$ cat config.mk
export PLATFORM = sky130hd
export DESIGN_NAME = plti_div
export DESIGN_NICKNAME = d
export VERILOG_FILES = /design/src/hw/rtl/plti_pkg.sv /design/src/hw/rtl/plti_div.sv
export SDC_FILE = /design/constraint.sdc
export NUM_CORES = 1
export LEC_CHECK = 0
export BUFFER_PORTS_ARGS = -buffer_cell sky130_fd_sc_hd__buf_2
export CORE_UTILIZATION = 35
export DETAILED_ROUTE_END_ITERATION = 10
export GPL_ROUTABILITY_DRIVEN = 1
export GPL_TIMING_DRIVEN = 0
export PLACE_DENSITY = 0.7
export RECOVER_POWER = 100
export SYNTH_ARGS = -nofsm -noshare
export SYNTH_HDL_FRONTEND = slang
export SYNTH_SLANG_ARGS = --single-unit
$ cat constraint.sdc
create_clock -name clk -period 2.5 [get_ports clk]
set_input_delay 0.5 -clock clk [delete_from_list [all_inputs] [get_ports clk]]
set_output_delay 0.5 -clock clk [all_outputs]
set_load 0.005 [all_outputs]
$ cat src/hw/rtl/plti_pkg.sv
// package for the piecewise linear table interpolator
// table depth, field widths, request layout, command and register codes
// no dependencies
`timescale 1ns / 1ps

package plti_pkg;

	localparam int TABLE_DEPTH = 256;
	localparam int ADDR_W      = $clog2(TABLE_DEPTH);
	localparam int CNT_W       = $clog2(TABLE_DEPTH + 1);

	localparam int IDX_W   = 8;
	localparam int WL_W    = 16;
	localparam int COEF_W  = 24;
	localparam int ECNT_W  = 9;
	localparam int SCALE_W = 16;
	localparam int PROD_W  = WL_W + COEF_W;
	localparam int ENTRY_W = WL_W + COEF_W;

	localparam int IN_DATA_W  = 48;
	localparam int OUT_DATA_W = 24;
	localparam int CFG_IDX_W  = 1;
	localparam int CFG_DATA_W = 16;

	localparam logic CMD_WRITE  = 1'b0;
	localparam logic CMD_LOOKUP = 1'b1;

	localparam logic [CFG_IDX_W-1:0] REG_ENTRY_COUNT = 1'b0;
	localparam logic [CFG_IDX_W-1:0] REG_COEF_SCALE  = 1'b1;

	localparam logic [SCALE_W-1:0] COEF_SCALE_RST = 16'd256;

	localparam logic STATUS_OK    = 1'b0;
	localparam logic STATUS_EMPTY = 1'b1;

	typedef struct packed {
		logic [COEF_W-1:0] coef_value;
		logic [WL_W-1:0]   wavelength;
		logic [IDX_W-1:0]  entry_index;
	} in_data_t;

	typedef struct packed {
		logic              start;
		logic [PROD_W-1:0] num;
		logic [WL_W-1:0]   den;
	} div_req_t;

	typedef struct packed {
		logic              done;
		logic [PROD_W-1:0] quot;
	} div_rsp_t;

	function automatic logic [CNT_W-1:0] clamp_count(input logic [ECNT_W-1:0] c);
		if (int'(c) > TABLE_DEPTH)
			return CNT_W'(TABLE_DEPTH);
		else
			return CNT_W'(c);
	endfunction

endpackage

$ cat src/hw/rtl/plti_div.sv
// bit-serial restoring divider, one quotient bit per cycle
// depends on plti_pkg
`timescale 1ns / 1ps

module plti_div (
	input  logic                clk,
	input  logic                arst_n,
	input  plti_pkg::div_req_t  req,
	output plti_pkg::div_rsp_t  rsp
);
	import plti_pkg::*;

	localparam int STEP_W = $clog2(PROD_W + 1);

	logic              busy_q;
	logic              done_q;
	logic [STEP_W-1:0] cnt_q;
	logic [PROD_W-1:0] num_q;
	logic [WL_W-1:0]   den_q;
	logic [WL_W-1:0]   rem_q;
	logic [WL_W:0]     trial;
	logic [WL_W:0]     diff;
	logic              qbit;

	assign trial = {rem_q, num_q[PROD_W-1]};
	assign diff  = trial - {1'b0, den_q};
	assign qbit  = (trial >= {1'b0, den_q});

	always_ff @(posedge clk or negedge arst_n) begin
		if (!arst_n) begin
			busy_q <= 1'b0;
			done_q <= 1'b0;
			cnt_q  <= '0;
		end else begin
			done_q <= 1'b0;
			if (req.start) begin
				busy_q <= 1'b1;
				cnt_q  <= STEP_W'(PROD_W);
			end else if (busy_q) begin
				cnt_q <= cnt_q - STEP_W'(1);
				if (cnt_q == STEP_W'(1)) begin
					busy_q <= 1'b0;
					done_q <= 1'b1;
				end
			end
		end
	end

	always_ff @(posedge clk) begin
		if (req.start) begin
			num_q <= req.num;
			den_q <= req.den;
			rem_q <= '0;
		end else if (busy_q) begin
			num_q <= {num_q[PROD_W-2:0], qbit};
			rem_q <= qbit ? diff[WL_W-1:0] : trial[WL_W-1:0];
		end
	end

	assign rsp.done = done_q;
	assign rsp.quot = num_q;

endmodule

==> results.toml <==
[critical_path]
crit_path_start_kind = "flop"
crit_fanout = 4
worstSetupPathType = "reg2reg"
reg2reg_from = "num_q[39]$_DFFE_PP_"
endpoint_kind = "flop"
required_ns = 2.78
cp-startpoint = "num_q[39]$_DFFE_PP_"
crit_arrival_ns = 2.67

[routing]
first_iter_violations = 210
post-route-drc-count = 3
vias = 3160
wl_um = 9810
wl_per_cell_um = 15.9
met1_length_um = 4240
top_layer = "met4"
dr.pass1.iters = 7
met3_length_um = 269
dr_wl_met2_um = 5090
vias_per_cell = 5.13
drtAntennaViolNets = 0

[pwr]
power.leakage_nw = 2.19
powerDensity_nw_per_um2 = 658
power_frac_seq_pct = 46.1
p_comb_share_pct = 13.3
internal-power_w = 0.00266
p_sw_share_pct = 24.0
pwr-share-clk_pct = 40.7
power.switching_w = 0.000840
ir_drop_mv = 0.295

[timing]
finalMaxSlewViolations = 0
hold_ws_ns = 0.336
finalSetupViolations = 0
finalHoldViolations = 0
worst_slack_ns = 0.114
period_minus_slack_ns = 2.39
rsz0062_at_grt = "true"
period_share_pct = 95.4
tightest_slew_ns = 0.848
fin_skew_ns = 0.00951
clock.fmax_ghz = 0.419
relSlewSlack_pct = 43.4

[synth]
synth.most_common_cell = "edfxtp_1"
yosysTopAreaCell = "edfxtp_1"
synthArstFlopShare_pct = 10.0
synth-main-ff-cell = "edfxtp_1"
synth_top_area_share_pct = 39.8
synthDistinctLibCells = 64
synth_area_per_cell_sq_um = 11.9
synth-edff-count = 56
synth_area_sq_um = 4220
synth_cells = 355
synth_seq_cells = 80
netlist_top_cells_area = "edfxtp_1 40%, mux2_2 10%, dfxtp_1 7.6%"
synthTopCellsByCount = "56 x edfxtp_1, 39 x mux2_2, 22 x inv_1, 22 x nor2_1, 19 x nand2_1"
synth-seq-area-share_pct = 52.2
syn-num-nets = 433
ys.warnings.count = 0

[placement]
place_ws_ns = -0.276
post-dp-hpwl_um = 7050
place_inst = 597
io_buffers = 99
placed_cell_area_sq_um = 4900
gp_congestion = 0.841

[final_layout]
finish.utilization_pct = 46.0
nNetsFinal = 546
multiInputGateArea_sq_um = 1940
stdcell_area_sq_um = 5320
drive_above_1_share_pct = 35.1
antenna_cells = 0
final_cells = 616
syn_to_final_growth_pct = 26.0
register_area_sq_um = 2200
n_fill_cell = 1066

[floorplanning]
coreArea_sq_um = 11600
die-area_sq_um = 12500
initial_core_util_pct = 36.5
rows = 39
chipHeight_um = 112
die_w_um = 112
ioPinCount = 100

[grt]
grt_max_degree = 41
grt_overflow = 0
globalRouteTotalUtil_pct = 16.1
first_global_vias = 3231
antenna_found_initial = 0
grt_first_pass_wirelength_um = 15700

[cts]
clock-sinks = 80
tritoncts = "done"
cts_inserted_buffers = 9
root_buffer = "clkbuf_16"
clk_latency_ns = 0.34
h-tree-depth = 3
clkTransAtPathRegs_ns = 0.06
clockBufferDepth = 2

[flow_run]
max_cap_viol_count = 0

[status]
violations = "DRC"
status = "finished with violations"

[hold_path]
worstHoldStart = "req[0]"
min_path_type = "in2reg"
[flip-flops by register name, summed over array words and instances (netlist names)]
| name | flops |
|---|---|
| num_q | 40 |
| den_q | 16 |
| rem_q | 16 |
| cnt_q | 6 |
| busy_q | 1 |
| done_q | 1 |
[cells by family after synthesis]
| family | Yosys count | share of synthesized area [%] |
|---|---|---|
| AOI/OAI and AO/OA | 70 | 12.6 |
| buffers and inverters | 40 | 4.33 |
| DFF | 80 | 52.2 |
| muxes | 40 | 10.8 |
| xor gates and xnor gates | 13 | 2.70 |
| adders and majority gates | 19 | 5.81 |
| and+or+nand+nor | 93 | 11.6 |
[cells in the final DEF, fill, tap and decap left out, types with 3 or more instances in the layout]
| master | n |
|---|---|
| dfrtp_1 | 8 |
| a211oi_1 | 4 |
| nand3_1 | 12 |
| a32oi_1 | 3 |
| dfxtp_1 | 16 |
| mux2_2 | 37 |
| a21oi_1 | 13 |
| nand2_1 | 19 |
| o21a_1 | 4 |
| buf_4 | 6 |
| ha_1 | 17 |
| clkbuf_16 | 9 |
| a21oi_2 | 3 |
| nor2b_1 | 3 |
| clkbuf_1 | 31 |
| nor3_1 | 9 |
| nand2b_1 | 8 |
| xor2_1 | 5 |
| o21ai_0 | 12 |
| edfxtp_1 | 56 |
| nand4_1 | 3 |
| nor2_1 | 22 |
| inv_1 | 20 |
| xnor2_1 | 8 |
| a21o_1 | 3 |
| buf_2 | 78 |
[stage by stage]
stage	setup TNS, ns	total power (W)
6_report	0	0.00350
3_5_place_dp	-7.30	0.00208
2_1_floorplan	0	0.00189
4_1_cts	0	0.00352
3_3_place_gp	-24.41	0.00206
5_1_grt	-0.0153	0.00363
[routing by layer]
| layer | vias to the layer above | track usage, % |
|---|---|---|
| li1 | 1551 | - |
| met1 | 1542 | 19.4 |
| met2 | 53 | 27.6 |
| met3 | 14 | 2.67 |
| met4 | 0 | 8.74 |
| met5 | - | 0 |
[path summary, 6_finish.rpt]
path | end | slack, ns | depth (start not counted)
setup / recovery | rem_q[8]$_SDFFE_PP0P_ | 0.11 | 9
hold / removal | den_q[0]$_DFFE_PP_ | 0.34 | 1
max in group asynchronous | done_q$_DFF_PN0_ | 1.57 | 2
min in group asynchronous | cnt_q[2]$_DFFE_PN0P_ | 0.63 | 2
hold reg to reg | rem_q[15]$_SDFFE_PP0P_ | 0.52 | 2
setup reg to reg | rem_q[8]$_SDFFE_PP0P_ | 0.11 | 9
[critical path: stages, from the launching register on]
cell and delay, ns:
edfxtp_1 0.36, inv_1 0.07, ha_1 0.22, fa_1 0.41, nand2b_4 0.19, a2111oi_4 0.43
nor3_1 0.11, xor2_1 0.16, a311oi_1 0.23, o21a_1 0.16
[timing repair]
action / CTS / global route
setup buffers: 2 / 1
hold buffers: 1 / 0
setup endpoints to repair: 15 / 7
resized for setup: 5 / 12
pin swaps: 1 / 3
hold endpoints to repair: 8 / 0
gates cloned: 0 / 0
[power groups by stage]
stage | Clock (W) | Combinational [W] | Sequential (W)
6_report | 0.00142 | 0.000464 | 0.00161
5_1_grt | 0.00150 | 0.000509 | 0.00163
4_1_cts | 0.00145 | 0.000463 | 0.00161
3_5_place_dp | 0 | 0.000448 | 0.00164
3_3_place_gp | 0 | 0.000435 | 0.00163
2_1_floorplan | 0 | 0.000260 | 0.00163
[final cells by class]
cell class                 count  area share [%]
buffer                        17            1.81
clock inverter                 6            1.72
multi-input combinational    235            36.4
clock buffer                  10            4.30
tap                          143            3.36
sequential                    80            41.4
timing repair buffer         103            9.41
inverter                      22            1.55
Power figures use the tool's default switching activity.
