--- config.mk ---
export PLATFORM = sky130hd
export DESIGN_NAME = plti_ctrl
export DESIGN_NICKNAME = d
export VERILOG_FILES = /design/src/hw/rtl/plti_pkg.sv /design/src/hw/rtl/plti_ctrl.sv
export SDC_FILE = /design/constraint.sdc
export NUM_CORES = 2
export LEC_CHECK = 0
export CAP_MARGIN = 10
export CORE_MARGIN = 4
export CORE_UTILIZATION = 42
export CTS_CLUSTER_SIZE = 28
export DETAILED_ROUTE_END_ITERATION = 12
export DONT_BUFFER_PORTS = 1
export GPL_TIMING_DRIVEN = 0
export HOLD_SLACK_MARGIN = 0.05
export PLACE_DENSITY = 0.64
export SYNTH_ARGS = -nofsm -noshare
export SYNTH_HDL_FRONTEND = slang
export SYNTH_SLANG_ARGS = --single-unit
--- constraint.sdc ---
create_clock -name clk -period 8.1 [get_ports clk]
set_input_delay 0.81 -clock clk [delete_from_list [all_inputs] [get_ports clk]]
set_output_delay 0.81 -clock clk [all_outputs]
set_load 0.05 [all_outputs]
--- src/hw/rtl/plti_pkg.sv ---
// package for the piecewise linear table interpolator
// table depth, field widths, request layout, command and register codes
// no dependencies
`timescale 1ns / 1ps

package plti_pkg;

	localparam int TABLE_DEPTH = 256;
	localparam int ADDR_W      = $clog2(TABLE_DEPTH);
	localparam int CNT_W       = $clog2(TABLE_DEPTH + 1);

	localparam int IDX_W   = 8;
	localparam int WL_W    = 16;
	localparam int COEF_W  = 24;
	localparam int ECNT_W  = 9;
	localparam int SCALE_W = 16;
	localparam int PROD_W  = WL_W + COEF_W;
	localparam int ENTRY_W = WL_W + COEF_W;

	localparam int IN_DATA_W  = 48;
	localparam int OUT_DATA_W = 24;
	localparam int CFG_IDX_W  = 1;
	localparam int CFG_DATA_W = 16;

	localparam logic CMD_WRITE  = 1'b0;
	localparam logic CMD_LOOKUP = 1'b1;

	localparam logic [CFG_IDX_W-1:0] REG_ENTRY_COUNT = 1'b0;
	localparam logic [CFG_IDX_W-1:0] REG_COEF_SCALE  = 1'b1;

	localparam logic [SCALE_W-1:0] COEF_SCALE_RST = 16'd256;

	localparam logic STATUS_OK    = 1'b0;
	localparam logic STATUS_EMPTY = 1'b1;

	typedef struct packed {
		logic [COEF_W-1:0] coef_value;
		logic [WL_W-1:0]   wavelength;
		logic [IDX_W-1:0]  entry_index;
	} in_data_t;

	typedef struct packed {
		logic              start;
		logic [PROD_W-1:0] num;
		logic [WL_W-1:0]   den;
	} div_req_t;

	typedef struct packed {
		logic              done;
		logic [PROD_W-1:0] quot;
	} div_rsp_t;

	function automatic logic [CNT_W-1:0] clamp_count(input logic [ECNT_W-1:0] c);
		if (int'(c) > TABLE_DEPTH)
			return CNT_W'(TABLE_DEPTH);
		else
			return CNT_W'(c);
	endfunction

endpackage

--- src/hw/rtl/plti_ctrl.sv ---
// sequencer: config registers, table scan over the ram, interpolation and gain
// depends on plti_pkg; drives plti_ram and plti_div ports
`timescale 1ns / 1ps

module plti_ctrl (
	input  logic                                  clk,
	input  logic                                  arst_n,
	input  logic                                  s_axis_tvalid,
	output logic                                  s_axis_tready,
	input  logic [plti_pkg::IN_DATA_W-1:0]        s_axis_tdata,
	input  logic                                  s_axis_tuser,
	output logic                                  m_axis_tvalid,
	input  logic                                  m_axis_tready,
	output logic [plti_pkg::OUT_DATA_W-1:0]       m_axis_tdata,
	output logic                                  m_axis_tuser,
	input  logic                                  cfg_valid,
	output logic                                  cfg_ready,
	input  logic [plti_pkg::CFG_IDX_W-1:0]        cfg_index,
	input  logic [plti_pkg::CFG_DATA_W-1:0]       cfg_data,
	output logic                                  ram_we,
	output logic [plti_pkg::ADDR_W-1:0]           ram_waddr,
	output logic [plti_pkg::ENTRY_W-1:0]          ram_wdata,
	output logic [plti_pkg::ADDR_W-1:0]           ram_raddr,
	input  logic [plti_pkg::ENTRY_W-1:0]          ram_rdata,
	output plti_pkg::div_req_t                    div_req,
	input  plti_pkg::div_rsp_t                    div_rsp
);
	import plti_pkg::*;

	localparam logic [3:0] ST_IDLE  = 4'd0;
	localparam logic [3:0] ST_RD0   = 4'd1;
	localparam logic [3:0] ST_SCAN  = 4'd2;
	localparam logic [3:0] ST_MULD  = 4'd3;
	localparam logic [3:0] ST_DIVGO = 4'd4;
	localparam logic [3:0] ST_DIVW  = 4'd5;
	localparam logic [3:0] ST_MUL   = 4'd6;
	localparam logic [3:0] ST_SAT   = 4'd7;
	localparam logic [3:0] ST_DONE  = 4'd8;

	logic [3:0]         state_q;
	logic [ECNT_W-1:0]  entry_count_q;
	logic [SCALE_W-1:0] coef_scale_q;
	logic [CNT_W-1:0]   n_q;
	logic [ADDR_W-1:0]  i_q;
	logic [WL_W-1:0]    query_q;
	logic [WL_W-1:0]    prev_wl_q;
	logic [COEF_W-1:0]  prev_coef_q;
	logic [WL_W-1:0]    dx_q;
	logic [WL_W-1:0]    span_q;
	logic [COEF_W-1:0]  dy_q;
	logic               up_q;
	logic [PROD_W-1:0]  prod_q;
	logic [COEF_W-1:0]  interp_q;
	logic [COEF_W-1:0]  res_value_q;
	logic               res_status_q;
	logic               out_valid_q;
	logic [COEF_W-1:0]  out_value_q;
	logic               out_status_q;

	in_data_t           in_d;
	logic               in_acc;
	logic [WL_W-1:0]    rd_wl;
	logic [COEF_W-1:0]  rd_coef;
	logic [PROD_W-1:0]  dxdy;
	logic [PROD_W-1:0]  scaled;
	logic               out_free;
	logic               is_last;

	assign in_d     = in_data_t'(s_axis_tdata);
	assign in_acc   = s_axis_tvalid && s_axis_tready;
	assign rd_wl    = ram_rdata[WL_W-1:0];
	assign rd_coef  = ram_rdata[ENTRY_W-1:WL_W];
	assign dxdy     = dx_q * dy_q;
	assign scaled   = interp_q * coef_scale_q;
	assign out_free = !out_valid_q || m_axis_tready;
	assign is_last  = ((CNT_W'(i_q) + CNT_W'(1)) == n_q);

	// only idle takes requests, so a table write never overlaps a scan read
	assign s_axis_tready = (state_q == ST_IDLE);
	assign cfg_ready     = 1'b1;

	assign ram_we    = in_acc && (s_axis_tuser == CMD_WRITE) &&
	                   (int'(in_d.entry_index) < TABLE_DEPTH);
	assign ram_waddr = ADDR_W'(in_d.entry_index);
	assign ram_wdata = {in_d.coef_value, in_d.wavelength};
	assign ram_raddr = (state_q == ST_IDLE) ? '0 : (i_q + ADDR_W'(1));

	assign div_req.start = (state_q == ST_DIVGO);
	assign div_req.num   = prod_q;
	assign div_req.den   = span_q;

	always_ff @(posedge clk or negedge arst_n) begin
		if (!arst_n) begin
			entry_count_q <= '0;
			coef_scale_q  <= COEF_SCALE_RST;
		end else if (cfg_valid && cfg_ready) begin
			case (cfg_index)
				REG_ENTRY_COUNT: entry_count_q <= cfg_data[ECNT_W-1:0];
				REG_COEF_SCALE:  coef_scale_q  <= cfg_data[SCALE_W-1:0];
				default: ;
			endcase
		end
	end

	always_ff @(posedge clk or negedge arst_n) begin
		if (!arst_n) begin
			state_q     <= ST_IDLE;
			out_valid_q <= 1'b0;
		end else begin
			if (state_q == ST_DONE && out_free)
				out_valid_q <= 1'b1;
			else if (m_axis_tready)
				out_valid_q <= 1'b0;
			case (state_q)
				ST_IDLE: begin
					if (in_acc) begin
						if (s_axis_tuser == CMD_WRITE)
							state_q <= ST_DONE;
						else if (clamp_count(entry_count_q) == '0)
							state_q <= ST_DONE;
						else
							state_q <= ST_RD0;
					end
				end
				ST_RD0: begin
					if (rd_wl >= query_q || n_q == CNT_W'(1))
						state_q <= ST_MUL;
					else
						state_q <= ST_SCAN;
				end
				ST_SCAN: begin
					if (rd_wl >= query_q)
						state_q <= ST_MULD;
					else if (is_last)
						state_q <= ST_MUL;
				end
				ST_MULD:  state_q <= ST_DIVGO;
				ST_DIVGO: state_q <= ST_DIVW;
				ST_DIVW: begin
					if (div_rsp.done)
						state_q <= ST_MUL;
				end
				ST_MUL: state_q <= ST_SAT;
				ST_SAT: state_q <= ST_DONE;
				ST_DONE: begin
					if (out_free)
						state_q <= ST_IDLE;
				end
				default: state_q <= ST_IDLE;
			endcase
		end
	end

	always_ff @(posedge clk) begin
		case (state_q)
			ST_IDLE: begin
				query_q      <= in_d.wavelength;
				n_q          <= clamp_count(entry_count_q);
				i_q          <= '0;
				res_value_q  <= '0;
				res_status_q <= (s_axis_tuser == CMD_LOOKUP &&
				                 clamp_count(entry_count_q) == '0) ? STATUS_EMPTY : STATUS_OK;
			end
			ST_RD0: begin
				interp_q    <= rd_coef;
				prev_wl_q   <= rd_wl;
				prev_coef_q <= rd_coef;
				i_q         <= ADDR_W'(1);
			end
			ST_SCAN: begin
				interp_q    <= rd_coef;
				i_q         <= i_q + ADDR_W'(1);
				dx_q        <= query_q - prev_wl_q;
				span_q      <= rd_wl - prev_wl_q;
				up_q        <= (rd_coef >= prev_coef_q);
				dy_q        <= (rd_coef >= prev_coef_q) ? (rd_coef - prev_coef_q)
				                                        : (prev_coef_q - rd_coef);
				// keep the lower point for the interpolation
				if (rd_wl < query_q) begin
					prev_wl_q   <= rd_wl;
					prev_coef_q <= rd_coef;
				end
			end
			ST_MULD: prod_q <= dxdy;
			ST_DIVW: begin
				if (up_q)
					interp_q <= prev_coef_q + div_rsp.quot[COEF_W-1:0];
				else
					interp_q <= prev_coef_q - div_rsp.quot[COEF_W-1:0];
			end
			ST_MUL: prod_q <= scaled;
			ST_SAT: begin
				res_value_q <= (|prod_q[PROD_W-1:COEF_W+8]) ? '1 : prod_q[COEF_W+7:8];
			end
			ST_DONE: begin
				if (out_free) begin
					out_value_q  <= res_value_q;
					out_status_q <= res_status_q;
				end
			end
			default: ;
		endcase
	end

	assign m_axis_tvalid = out_valid_q;
	assign m_axis_tdata  = out_value_q;
	assign m_axis_tuser  = out_status_q;

endmodule

==> impl_metrics.toml <==
[run_status]
status = "finished clean"

[route]
routed_wl_um = 117000
drt_first_pass_iters = 7
ant_nets = 0
post_drt_wl_per_cell_um = 20.7
num_vias = 30069
drc_errors = 0
avgViaCountPerCell = 5.33
first_iter_violations = 2280

[worst_setup_path]
cp_slowest_stage_delay_ns = 0.70
criticalPathCategory = "reg2reg"
crit_path_cell_trace = "clkbuf_1 > nand2_1 > fa_1 > fa_1 > fa_1 > inv_1 > fa_1 > fa_1 > inv_1 > fa_1 > inv_1 > ha_1 > a21o_1 > a31o_1 > a2111oi_4 > o31ai_4 > a311oi_4 > o41ai_2 > a221oi_2 > xor2_1 > mux2i_1"
path_max_fanout = 10
cp.required_ns = 8.36
crit_start = "interp_q[15]"
r2r_end = "prod_q[38]"
cp_slowest_cell = "clkbuf_1"
rr_worst_depth = 21
cp-start-kind = "flop"
worstSetupEndpoint = "prod_q[38]"
crit_path_end_kind = "flop"
rrSetupSlack_ns = 0.29
worstReg2RegStart = "interp_q[15]"
crit_top_cell = "fa_1"
cp.arrival_ns = 8.07

[floorplan]
fp.dieW_um = 319
io_pins = 294
initial_utilization_pct = 42.6
core_area_um2 = 95400
fp.dieH_um = 319
rows = 113
die-area_um2 = 102000

[synthesis]
avgSynthCellArea_um2 = 9.45
ys_seq_area_share_pct = 19.9
synthFlopType = "edfxtp_1"
synth_xor_area_share_pct = 3.54
muxShareOfSynthArea_pct = 1.26
yosys.area_share.adder_pct = 40.9
synth_area_um2 = 40600
synth_compound_area_share_pct = 9.20
syn_nets = 5410
yosysWarnings = 0
synth_cells = 4299
synth_top_family_by_area = "adder cells"
async_reset_ff_share_pct = 10.9
postSynthRegisterBits = 274
yosysUniqueCellTypes = 85
synth_simple_gate_area_share_pct = 15.1
synth_edf_count = 244

[cells_and_area]
layout_commonest_cell = "inv_1"
multi_input_area_um2 = 28500
final_cells = 5642
seq_area_um2 = 8080
final_nets = 5462
syn_to_final_growth_pct = 7.31
diodes = 0
drive_gt1_share_pct = 4.71
nFillCells = 9201
layout_common_cells = "814 x inv_1, 617 x fa_1, 601 x nand2_1"

[place]
place_ws_ns = 0.404
place_inst = 5576
numPortBuffers = 0
hpwl_um = 98100
gp_congestion = 0.945

[cts]
cts_setup_buffers = 0
htreeDepth = 2
cts_tree = "built"
cts_sinks = 274
clockBufferDepth = 3
clock-root-buffer = "clkbuf_16"
clk_pin_slew_ns = 0.07
cts_inserted_buffers = 35
clk_latency_ns = 0.58

[timing]
hold_viol_final = 0
fin_ws_ns = 0.286
period_share_pct = 96.5
tightest_slew_ns = 1.06
report.final.slew_viol_count = 0
fmax_mhz = 128
rsz0062_at_grt = "no"
finClkSkew_ns = 0.0207
max_slew_margin_pct = 28.6
min_period_ns = 7.81
final-setup-viol-count = 0
whs_ns = 0.0894

[grt]
gr-total-overflow = 0
grt_usage_pct = 22.8
grt_pass1_vias = 30620
antenna_found_initial = 8
grt_pass1_wl_um = 179000
grt_max_degree = 43

[run]
cap_viol_max_count = 0

[hold_path]
min_path_type = "in2async"
==> stage by stage <==
step	utilization [%]	area, um^2	setup TNS, ns
final	45.7	43600	0
after global routing	45.7	43600	0
after CTS	45.7	43600	0
after detailed placement	44.4	42400	0
after global placement	44.2	42200	-17.51
after floorplan	-	40600	0
==> registers in the layout, indices dropped and copies added (netlist names), 24 cells and up <==
register,flops
prev_coef_q,24
m_axis_tdata,24
interp_q,24
dy_q,24
res_value_q,24
prod_q,40
==> synth_stat cells (16+ instances only) <==
cell	number	area, um^2
a211oi_1	24	180
a21o_1	91	683
a21oi_1	128	641
a31oi_1	17	106
and2_1	317	1980
and3_1	23	144
buf_4	51	383
clkbuf_1	150	563
dfrtp_1	29	726
edfxtp_1	244	7330
fa_1	617	12400
ha_1	342	4280
inv_1	815	3060
mux2_2	33	372
nand2_1	601	2260
nand2b_1	27	169
nand3_1	43	215
nand4_1	20	125
nor2_1	107	402
nor2b_1	34	213
nor3_1	47	235
o211ai_1	16	120
o21a_1	38	285
o21ai_0	119	596
xnor2_1	77	674
xor2_1	87	762
==> final cells by class <==
type,count,share of cell area [%]
multi-input cells,2993,65.4
inverters,815,7.02
repair buffers,15,0.482
flip-flops and latches,274,18.5
clock buffers,43,2.12
plain buffers,217,2.36
well taps,1265,3.63
clock inverters,20,0.477
==> how the worst min path moves through the flow <==
stage                     from          endpoint  cells after the start
4_1_cts                 arst_n   coef_scale_q[8]                      0
3_3_place_gp    res_value_q[7]   m_axis_tdata[7]                      0
5_1_grt                 arst_n   coef_scale_q[8]                      0
3_5_place_dp   res_value_q[21]  m_axis_tdata[21]                      0
2_1_floorplan   res_value_q[0]   m_axis_tdata[0]                      0
6_report                arst_n   coef_scale_q[8]                      0
==> logic make-up (layout without fill, tap and decap cells) <==
group                    after synthesis  after routing
flip-flops                           274            274
AO/OA/AOI/OAI                        550            550
XOR/XNOR                             164            164
other                                  1              1
buffers and inverters               1032           1110
AND/OR/NAND/NOR                     1272           1272
adder cells (fa/ha/maj)              959            959
multiplexers                          47             47
==> critical path: cells and delay by family, from the launching register on <==
kind / cells / cell delay [ns]
XOR/XNOR: 1 / 0.27
buffers and inverters: 4 / 0.88
adder cells (fa/ha/maj): 7 / 3.45
flip-flops: 1 / 0.57
AND/OR/NAND/NOR: 1 / 0.18
AO/OA/AOI/OAI: 7 / 1.90
multiplexers: 1 / 0.23
==> per-layer routing <==
metal  part of all wire [%]  track usage [%]  wire, um
met3                    9.8             6.47     11400
met4                    3.2             6.60      3750
met1                     42             30.9     48900
met5                  0.011                0        13
met2                     45             36.0     52600
==> repair_timing <==
item / in CTS / in global routing
endpoints found under the hold margin: 29 / 0
hold buffers: 2 / 0
resized for setup: 0 / 2
setup endpoints to repair: 0 / 1
Power is left out: the tool's default activity adds up to more than one toggle a clock period on the data nets, which glitch-free logic cannot reach.
